<file path="src/rtl/kwrm_ram.sv">
// ----------------------------------------------------------------------------
// kwrm_ram
// Generic single-port-write, single-port-read RAM with registered read.
// ----------------------------------------------------------------------------
module kwrm_ram #(
   parameter int WIDTH = 32,
   parameter int DEPTH = 128
) (
   input  logic                     clock,
   input  logic                     wr_en,
   input  logic [$clog2(DEPTH)-1:0] wr_addr,
   input  logic [WIDTH-1:0]         wr_data,
   input  logic [$clog2(DEPTH)-1:0] rd_addr,
   output logic [WIDTH-1:0]         rd_data
);
   logic [WIDTH-1:0] mem_ff [DEPTH];

   // write and registered read
   always_ff @(posedge clock) begin
      if (wr_en) begin
         mem_ff[wr_addr] <= wr_data;
      end
      rd_data <= mem_ff[rd_addr];
   end
endmodule

</file>
<file path="config.mk">
export PLATFORM = sky130hd
export DESIGN_NAME = kwrm_ram
export DESIGN_NICKNAME = d
export VERILOG_FILES = /design/src/rtl/kwrm_ram.sv
export SDC_FILE = /design/constraint.sdc
export NUM_CORES = 2
export LEC_CHECK = 0
export ABC_AREA = 1
export BUFFER_PORTS_ARGS = -buffer_cell sky130_fd_sc_hd__buf_2
export CORE_MARGIN = 1.5
export CORE_UTILIZATION = 55
export DETAILED_ROUTE_END_ITERATION = 10
export PLACE_DENSITY_LB_ADDON = 0.08
export SLEW_MARGIN = 10
export SYNTH_ARGS = -nofsm -noshare
export SYNTH_HDL_FRONTEND = slang
export SYNTH_SLANG_ARGS = --single-unit
</file>
<file path="constraint.sdc">
create_clock -name clock -period 5.6 [get_ports clock]
set_clock_uncertainty 0.1 [all_clocks]
set_input_delay 0.56 -clock clock [delete_from_list [all_inputs] [get_ports clock]]
set_output_delay 0.56 -clock clock [all_outputs]
set_load 0.02 [all_outputs]
</file>
==> impl_metrics.json <==
{
  "run_status": "completed",
  "swShare_pct": 23.17,
  "drcViolationCount": 0,
  "final_common_cell": "nand2_1",
  "crit_arrival_ps": 4290,
  "synth_cells": 13390,
  "timing.rr.end": "rd_data[31]$_DFF_P_",
  "cts_sinks": 4128,
  "fin_tns_setup_ps": 0,
  "p_int_mw": 50.54,
  "p_leak_nw": 63.44,
  "switchingPower_mw": 15.25,
  "synth.ff_latch_count": 4128,
  "yosysTopAreaCell": "edfxtp_1",
  "routed_wl_um": 497600,
  "endpoint": "rd_data[26]$_DFF_P_",
  "start_util_pct": 55.38,
  "ys_seq_area_share_pct": 75.10,
  "layout_common_cells": "nand2_1, edfxtp_1, nand3_1, clkbuf_16, buf_4",
  "p_per_area_mw_per_mm2": 359.0,
  "detail_route.iter0.violations": 15340,
  "ir_worst_vdd_uv": 328.0,
  "cp.required_ps": 6340,
  "grt_pass1_wl_um": 714100,
  "power_mw": 65.79,
  "dp_hpwl_um": 276700,
  "synth_top_area_share_pct": 74.71,
  "fmax_mhz": 281.5,
  "rr_startpoint": "mem_ff[49][31]$_DFFE_PP_",
  "pwr-share-comb_pct": 6.5,
  "synth.area.top_cells": "edfxtp_1, nand3_1, nand2_1, buf_2, buf_4",
  "max-slew-margin-rel_pct": 16.58,
  "hold_violations": 0,
  "yosys_warnings": 0,
  "grt.total_usage_pct": 32.63,
  "multi_input_area_mm2": 0.03730,
  "grt_overflow_total": 0,
  "syn2layout_area_growth_pct": 11.31,
  "finalCritPeriodShare_pct": 63.43,
  "clock_latency_ps": 990,
  "fin_crit_ps": 3552,
  "worst_pin_slew_ps": 1248,
  "vias_per_cell": 6.146,
  "core_area_mm2": 0.2973,
  "ctsResizeCount": 0,
  "synthDistinctLibCells": 15,
  "drive_above_1_share_pct": 8.155,
  "drv_slew": 0,
  "maxCapViolations": 0,
  "cp-end-kind": "register",
  "clock_path_buffers": 4,
  "nets": 13340,
  "syn_nets": 13440,
  "gp_congestion": 0.9195,
  "syn-cell-area_mm2": 0.1646,
  "path_clk_slew_ps": 60,
  "rsz0062_at_grt": "no",
  "via_count": 108200,
  "wl_per_cell_um": 28.26,
  "seqPwrFrac_pct": 52.0,
  "cts_buffers": 419,
  "postCtsSetupRepairBufs": 0,
  "dr.pass1.iters": 6,
  "setup_viol": 0,
  "reg2regPathDepth": 8,
  "ios": 80,
  "grt_max_degree": 189,
  "path_max_fanout": 158,
  "reg2reg_slack_ps": 3000,
  "grt_pass1_vias": 101100,
  "startpoint_type": "input port",
  "post-route-util_pct": 61.64,
  "avgSynthCellArea_um2": 12.30,
  "cts_tree": "done",
  "die-area_mm2": 0.3026,
  "rows": 200,
  "hold_class": "input port to register",
  "regArea_mm2": 0.1236,
  "die_h_um": 550.1,
  "ctsRootBufferMaster": "clkbuf_16",
  "fill_cells": 22730,
  "ant_nets": 0,
  "port_buffers": 79,
  "cts_htree_levels": 5,
  "fp.dieW_um": 550.1,
  "antenna_found_initial": 38,
  "critPathKind": "input port to register",
  "startpoint": "rd_addr[1]",
  "p_clk_share_pct": 41.6
}
[metrics by stage]
stage	hold WS (ps)	worst slack, ps	cell area [um^2]	cells
after floorplan	558.9	2542	164600	13390
after global placement	729.1	1032	169700	16800
after detailed placement	747.3	1241	169700	16800
after CTS	2.396	2275	183100	17590
after global routing	31.15	2108	183200	17610
final	37.88	2048	183300	17610
[state kept, by name, indices dropped and copies added (netlist names)]
register and count:
mem_ff 4096, rd_data 32
[final cells by class]
type / instances / share of cell area, %
Timing Repair Buffer: 392 / 2.110
Multi-Input combinational cell: 8328 / 20.36
Sequential cell: 4128 / 67.47
Antenna cell: 23 / 0.03141
Clock inverter: 268 / 1.275
Inverter: 24 / 0.07784
Clock buffer: 508 / 5.990
Tap cell: 3939 / 2.689
[timing repair]
action | in CTS | in global routing
hold endpoints to repair | 220 | 0
setup endpoints to repair | 0 | 0
hold buffers | 13 | 0
[worst max-delay path, cell delays in order]
cell,delay (ps)
buf_8,180
inv_16,670
buf_12,390
buf_4,500
nand3_1,150
nand3_1,110
nand3_1,140
nand3_1,330
nand3_1,260
nand3_1,520
nand2_1,110
[power by group through the flow]
| stage | sequential (mW) | clock [mW] | combinational [mW] |
|---|---|---|---|
| 2_1_floorplan | 34.8 | 0 | 2.05 |
| 3_3_place_gp | 34.8 | 0 | 4.10 |
| 3_5_place_dp | 34.8 | 0 | 4.15 |
| 4_1_cts | 34.2 | 27.5 | 4.17 |
| 5_1_grt | 34.2 | 28.7 | 4.48 |
| 6_report | 34.2 | 27.4 | 4.25 |
[cell usage after synthesis]
| cell type | number |
|---|---|
| buf_2 | 602 |
| inv_4 | 2 |
| nor3_1 | 8 |
| dfxtp_1 | 32 |
| inv_2 | 2 |
| buf_6 | 11 |
| nand2_1 | 4151 |
| edfxtp_1 | 4096 |
| inv_1 | 20 |
| buf_4 | 86 |
| buf_1 | 100 |
| nand3_1 | 4035 |
| clkbuf_1 | 109 |
| nor2_1 | 134 |
| buf_8 | 1 |
[worst min path at each step]
stage                                        start                       end  slack, ps  cells past startpoint
after CTS                              wr_data[21]  mem_ff[99][21]$_DFFE_PP_          2                      1
after global routing                   wr_data[21]  mem_ff[99][21]$_DFFE_PP_         30                      1
after detailed placement  mem_ff[76][27]$_DFFE_PP_       rd_data[27]$_DFF_P_        750                      8
final                                  wr_data[21]  mem_ff[99][21]$_DFFE_PP_         40                      1
after floorplan                         wr_data[0]    mem_ff[0][0]$_DFFE_PP_        560                      0
after global placement    mem_ff[72][27]$_DFFE_PP_       rd_data[27]$_DFF_P_        730                      8
[logic make-up (layout without fill, tap and decap cells)]
group / after synthesis / count (layout) / synth area share [%]
and+or+nand+nor: 8328 / 8328 / 22.06
DFF: 4128 / 4128 / 75.10
buffers and inverters: 933 / 1192 / 2.841
other: 0 / 23 / 0
[layer usage]
metal  vias up  share of wire (%)  GRT usage (%)  wire, um
li1      47870                  -              -         -
met1     53510                 40          47.04    197600
met2      6014                 44          48.00    220700
met3       828                 11          7.281     55540
met4        18                4.7          14.22     23610
met5         -              0.024              0       120
(Power assumes the default switching activity.)
