<file path="src/rtl/kwrm_pkg.sv">
// ----------------------------------------------------------------------------
// kwrm_pkg
// Types and constants shared by the keyed window rate meter.
// ----------------------------------------------------------------------------
package kwrm_pkg;

   localparam logic [1:0] CMD_TICK  = 2'd0;
   localparam logic [1:0] CMD_ADD   = 2'd1;
   localparam logic [1:0] CMD_QUERY = 2'd2;

   localparam logic [1:0] CSR_IDLE_LIMIT = 2'd0;
   localparam logic [1:0] CSR_PERIOD     = 2'd1;
   localparam logic [1:0] CSR_MAX_TRACK  = 2'd2;

   localparam logic [31:0] SAT32         = 32'hFFFF_FFFF;
   localparam logic [31:0] MS_PER_SEC    = 32'd1000;
   localparam logic [31:0] IDLE_RESET    = 32'd5000;
   localparam logic [31:0] PERIOD_RESET  = 32'd1000;
   localparam logic [31:0] TRACK_RESET   = 32'd10000;

   typedef struct packed {
      logic [1:0]  command;
      logic [63:0] key;
      logic [31:0] amount;
      logic [15:0] elapsed_ms;
   } req_type;

   typedef struct packed {
      logic [31:0] rate;
      logic        found;
      logic        dropped;
      logic        active;
   } rsp_type;

   typedef enum logic [3:0] {
      ST_IDLE,
      ST_SEARCH,
      ST_ADD_RD,
      ST_ADD_WR,
      ST_CLEAR,
      ST_SUM_RD,
      ST_SUM_ACC,
      ST_DIV,
      ST_DIV_WAIT,
      ST_SHIFT_RD,
      ST_SHIFT_WR,
      ST_DONE
   } state_type;

   // divider handshake
   typedef struct packed {
      logic        start;
      logic [63:0] dividend;
      logic [31:0] divisor;
   } div_req_type;

   typedef struct packed {
      logic        done;
      logic [31:0] quotient;
   } div_rsp_type;

endpackage

</file>
<file path="src/rtl/kwrm_div.sv">
// ----------------------------------------------------------------------------
// kwrm_div
// Restoring divider, one quotient bit per cycle, 32-bit quotient result.
// ----------------------------------------------------------------------------
module kwrm_div (
   input  logic                  clock,
   input  logic                  reset,
   input  kwrm_pkg::div_req_type div_req,
   output kwrm_pkg::div_rsp_type div_rsp
);
   import kwrm_pkg::*;

   logic [63:0] quo_ff, quo_in;
   logic [32:0] rem_ff, rem_in;
   logic [31:0] dvs_ff, dvs_in;
   logic [6:0]  cnt_ff, cnt_in;
   logic        busy_ff, busy_in;
   logic        done_ff, done_in;
   logic [32:0] trial;

   // step one dividend bit into the remainder
   always_comb begin
      quo_in  = quo_ff;
      rem_in  = rem_ff;
      dvs_in  = dvs_ff;
      cnt_in  = cnt_ff;
      busy_in = busy_ff;
      done_in = 1'b0;
      trial   = {rem_ff[31:0], quo_ff[63]} - {1'b0, dvs_ff};
      if (div_req.start) begin
         quo_in  = div_req.dividend;
         rem_in  = '0;
         dvs_in  = div_req.divisor;
         cnt_in  = 7'd64;
         busy_in = 1'b1;
      end else if (busy_ff) begin
         if (trial[32]) begin
            rem_in = {rem_ff[31:0], quo_ff[63]};
            quo_in = {quo_ff[62:0], 1'b0};
         end else begin
            rem_in = trial;
            quo_in = {quo_ff[62:0], 1'b1};
         end
         cnt_in = cnt_ff - 7'd1;
         if (cnt_ff == 7'd1) begin
            busy_in = 1'b0;
            done_in = 1'b1;
         end
      end
   end

   always_ff @(posedge clock) begin
      if (reset) begin
         busy_ff <= 1'b0;
         done_ff <= 1'b0;
         cnt_ff  <= '0;
      end else begin
         busy_ff <= busy_in;
         done_ff <= done_in;
         cnt_ff  <= cnt_in;
      end
      quo_ff <= quo_in;
      rem_ff <= rem_in;
      dvs_ff <= dvs_in;
   end

   assign div_rsp.done     = done_ff;
   assign div_rsp.quotient = quo_ff[31:0];
endmodule

</file>
<file path="config.mk">
export PLATFORM = sky130hd
export DESIGN_NAME = kwrm_div
export DESIGN_NICKNAME = d
export VERILOG_FILES = /design/src/rtl/kwrm_pkg.sv /design/src/rtl/kwrm_div.sv
export SDC_FILE = /design/constraint.sdc
export NUM_CORES = 1
export LEC_CHECK = 0
export BUFFER_PORTS_ARGS = -buffer_cell sky130_fd_sc_hd__buf_4
export CAP_MARGIN = 25
export CORE_MARGIN = 2
export CORE_UTILIZATION = 53
export CTS_BUF_LIST = sky130_fd_sc_hd__clkbuf_8
export CTS_CLUSTER_SIZE = 14
export DETAILED_ROUTE_END_ITERATION = 16
export GPL_TIMING_DRIVEN = 0
export PLACE_DENSITY_LB_ADDON = 0.3
export SYNTH_ARGS = -nofsm -noshare
export SYNTH_HDL_FRONTEND = slang
export SYNTH_SLANG_ARGS = --single-unit
</file>
<file path="constraint.sdc">
create_clock -name clock -period 2.9 [get_ports clock]
set_input_delay 0.29 -clock clock [delete_from_list [all_inputs] [get_ports clock]]
set_output_delay 0.29 -clock clock [all_outputs]
set_load 0.01 [all_outputs]
</file>
==> impl_metrics.json <==
{
  "r2r_slack_ns": -0.31,
  "p_clk_frac": 0.293,
  "rows": 44,
  "synth.avg_cell_area_um2": 10.8,
  "wl_um": 21300,
  "max_freq_mhz": 311,
  "nFillCells": 1007,
  "syn_to_final_growth_pct": 35.2,
  "ant_nets": 0,
  "path_clk_slew_ns": 0.08,
  "slew_violations": 0,
  "powerDensity_mw_per_mm2": 506,
  "finalWeightedCongestion": 0.980,
  "hold_end": "dvs_ff[16]",
  "ys_seq_area_frac": 0.471,
  "leakage_nw": 4.38,
  "remaining_drc_errors": 0,
  "status": "finished with violations",
  "core_mm2": 0.0145,
  "drt_first_iter_violations": 595,
  "cts_buffer_depth": 2,
  "violations": "setup timing",
  "htreeDepth": 4,
  "die_y_um": 126,
  "cts_tree": "done",
  "comb_power_share": 0.265,
  "min-delay-path-class": "in -> reg",
  "grt_pass1_vias": 6665,
  "fin_crit_sh": 1.11,
  "whs_path_depth": 1,
  "worst-path-max-fanout": 9,
  "slew_headroom": 0.505,
  "reg2regPathDepth": 10,
  "power_frac_seq": 0.442,
  "hold_viol": 0,
  "detail_route.wl_per_cell_um": 18.7,
  "ios": 132,
  "timing.final.ws_setup_ns": -0.315,
  "switching_share": 0.295,
  "stdcell_count": 1135,
  "track_usage": 0.260,
  "cp_data_required_time_ns": 3.26,
  "crit_slowest_cell": "nor4_1",
  "maxCapViolCount": 0,
  "vias": 6586,
  "reg2reg_from": "dvs_ff[19]",
  "power.switching_mw": 1.59,
  "min-delay-start": "div_req[16]",
  "synth_commonest_cells": "96 x edfxtp_1, 64 x nor2_1, 63 x mux2_2",
  "clock_skew_ns": 0.0193,
  "worst_pin_slew_ns": 0.735,
  "start_kind": "register",
  "dp_hpwl_um": 14100,
  "numPortBuffers": 131,
  "synth_nets": 860,
  "syn_area_mm2": 0.00787,
  "grt_pass1_wl_um": 32800,
  "dpl.cell_count": 1042,
  "timing.rr.end": "rem_ff[28]",
  "drive_above_1_share": 0.401,
  "antenna_found_initial": 0,
  "post-route-min-period_ns": 3.21,
  "die_w_um": 126,
  "vdd_drop_max_v": 0.000417,
  "cts_inserted_buffers": 17,
  "arrival_ns": 3.58,
  "endpoint_kind": "register",
  "clock-sinks": 137,
  "synth_most_common_cell": "edfxtp_1",
  "root_buffer": "clkbuf_8",
  "setup_viol": 32,
  "antenna_cells": 0,
  "p_int_mw": 3.79,
  "async_reset_ff_frac": 0,
  "grt_max_degree": 34,
  "first_pass_iters": 6,
  "worst-setup-path-type": "reg -> reg",
  "ys_seq_elements": 137,
  "syn_inst": 726,
  "dieArea_mm2": 0.0158,
  "yosysWarningCount": 0,
  "synth_edf_count": 96,
  "hold-worst-slack_ns": 0.0175,
  "synthTopCellsByArea": "edfxtp_1 37%, dfxtp_1 10%, mux2_2 9.0%, ha_1 5.4%, buf_4 4.3%",
  "cpPeakStageDelay_ns": 0.65,
  "drt-vias-per-instance": 5.80,
  "final_net_count": 1072,
  "grt_overflow": 0,
  "start_util": 0.541,
  "synth_largest_type_area_fraction": 0.366,
  "ys_types": 67,
  "path_cells": "inv_1 -> ha_1 -> clkbuf_1 -> nand4_1 -> nor4_1 -> o221ai_1 -> nand3b_1 -> xnor2_1 -> or3_4 -> a311oi_2",
  "synth_flop_cell": "edfxtp_1",
  "rsz0062_at_grt": "yes",
  "synth_largest_area_cell": "edfxtp_1",
  "clock_latency_ns": 0.47
}
kinds of logic after synthesis:
group,Yosys count,share of synthesized area
buffers and inverters,109,0.0784
AO/OA/AOI/OAI,168,0.156
AND/OR/NAND/NOR,180,0.110
adder cells (fa/ha/maj),35,0.0566
flip-flops,137,0.471
XOR/XNOR,32,0.0356
multiplexers,65,0.0927
repair_timing:
action | in CTS | in global routing
endpoints found under the setup margin | 33 | 33
gates resized for setup | 54 | 72
gates cloned | 5 | 3
pin swaps | 38 | 34
hold endpoints to repair | 31 | 2
hold buffers | 30 | 2
setup buffers | 13 | 10
stage by stage:
step	worst slack, ns	TNS [ns]	utilization	cell area [um2]	total power, mW
after floorplan	0.0761	0	-	7870	3.16
after global routing	-0.306	-7.78	0.732	10600	5.60
after CTS	-0.252	-6.08	0.702	10200	5.26
final	-0.315	-4.98	0.732	10600	5.39
after global placement	-0.974	-69.08	0.625	9080	3.52
after detailed placement	-0.332	-9.95	0.626	9100	3.55
power groups by stage:
| stage | Combinational (mW) | Clock, mW | Sequential, mW |
|---|---|---|---|
| 2_1_floorplan | 0.772 | 0 | 2.38 |
| 3_3_place_gp | 1.10 | 0 | 2.41 |
| 3_5_place_dp | 1.14 | 0 | 2.41 |
| 4_1_cts | 1.28 | 1.60 | 2.37 |
| 5_1_grt | 1.53 | 1.67 | 2.40 |
| 6_report | 1.43 | 1.58 | 2.38 |
layout make-up:
class	count	area (um2)	share of cell area
Buffer	69	544	0.0512
Clock buffer	19	262	0.0246
Clock inverter	13	135	0.0127
Inverter	39	146	0.0138
Multi-Input combinational cell	480	3940	0.370
Sequential cell	137	3700	0.348
Tap cell	184	230	0.0216
Timing Repair Buffer	194	1680	0.158
cell usage in the layout, fill, tap and decap left out, types with 7 or more instances in the layout:
cell / instances
dfxtp_1: 40
nor2_1: 63
o21ai_2: 10
o211ai_1: 8
xor2_1: 16
nand3_2: 12
buf_6: 12
o21ai_0: 19
mux2_2: 63
inv_1: 39
ha_1: 29
xnor2_1: 16
clkbuf_8: 20
nand3_1: 9
a21oi_1: 22
dlygate4sd3_1: 33
nand2_1: 35
a21oi_2: 7
clkbuf_1: 12
nand2b_1: 9
a21o_1: 17
edfxtp_1: 96
a311oi_1: 16
nor3_1: 11
o21ai_1: 13
buf_4: 185
worst max-delay path: cells and delay by family, from the launching register on:
family	cells	cell delay [ns]
simple gates	4	1.39
compound gates	2	0.66
buf+inv	2	0.37
flops	1	0.33
fa+ha+maj	1	0.26
xor+xnor	1	0.11
flip-flops by register name, indices dropped and copies added, names as in the netlist:
name     cells
quo_ff      64
dvs_ff      32
done_ff      1
busy_ff      1
cnt_ff       7
rem_ff      32
worst max-delay path by stage:
stage	from	endpoint	slack, ns	depth (start not counted)
after floorplan	dvs_ff[0]	rem_ff[0]	0.08	11
after global placement	div_req[96]	quo_ff[11]	-0.97	6
after detailed placement	dvs_ff[0]	rem_ff[21]	-0.33	11
after CTS	dvs_ff[0]	rem_ff[28]	-0.25	11
after global routing	dvs_ff[6]	rem_ff[1]	-0.31	12
final	dvs_ff[19]	rem_ff[28]	-0.31	10
routing by layer:
layer / wire length [um] / part of all wire / vias up / global-route usage
met5: 0 / 0 / - / 0
met4: 517 / 0.024 / 0 / 0.0847
met3: 1840 / 0.086 / 43 / 0.0896
met2: 10300 / 0.48 / 295 / 0.427
met1: 8640 / 0.41 / 3156 / 0.323
li1: - / - / 3092 / -
Note: power is estimated with default switching activity, not from simulation.
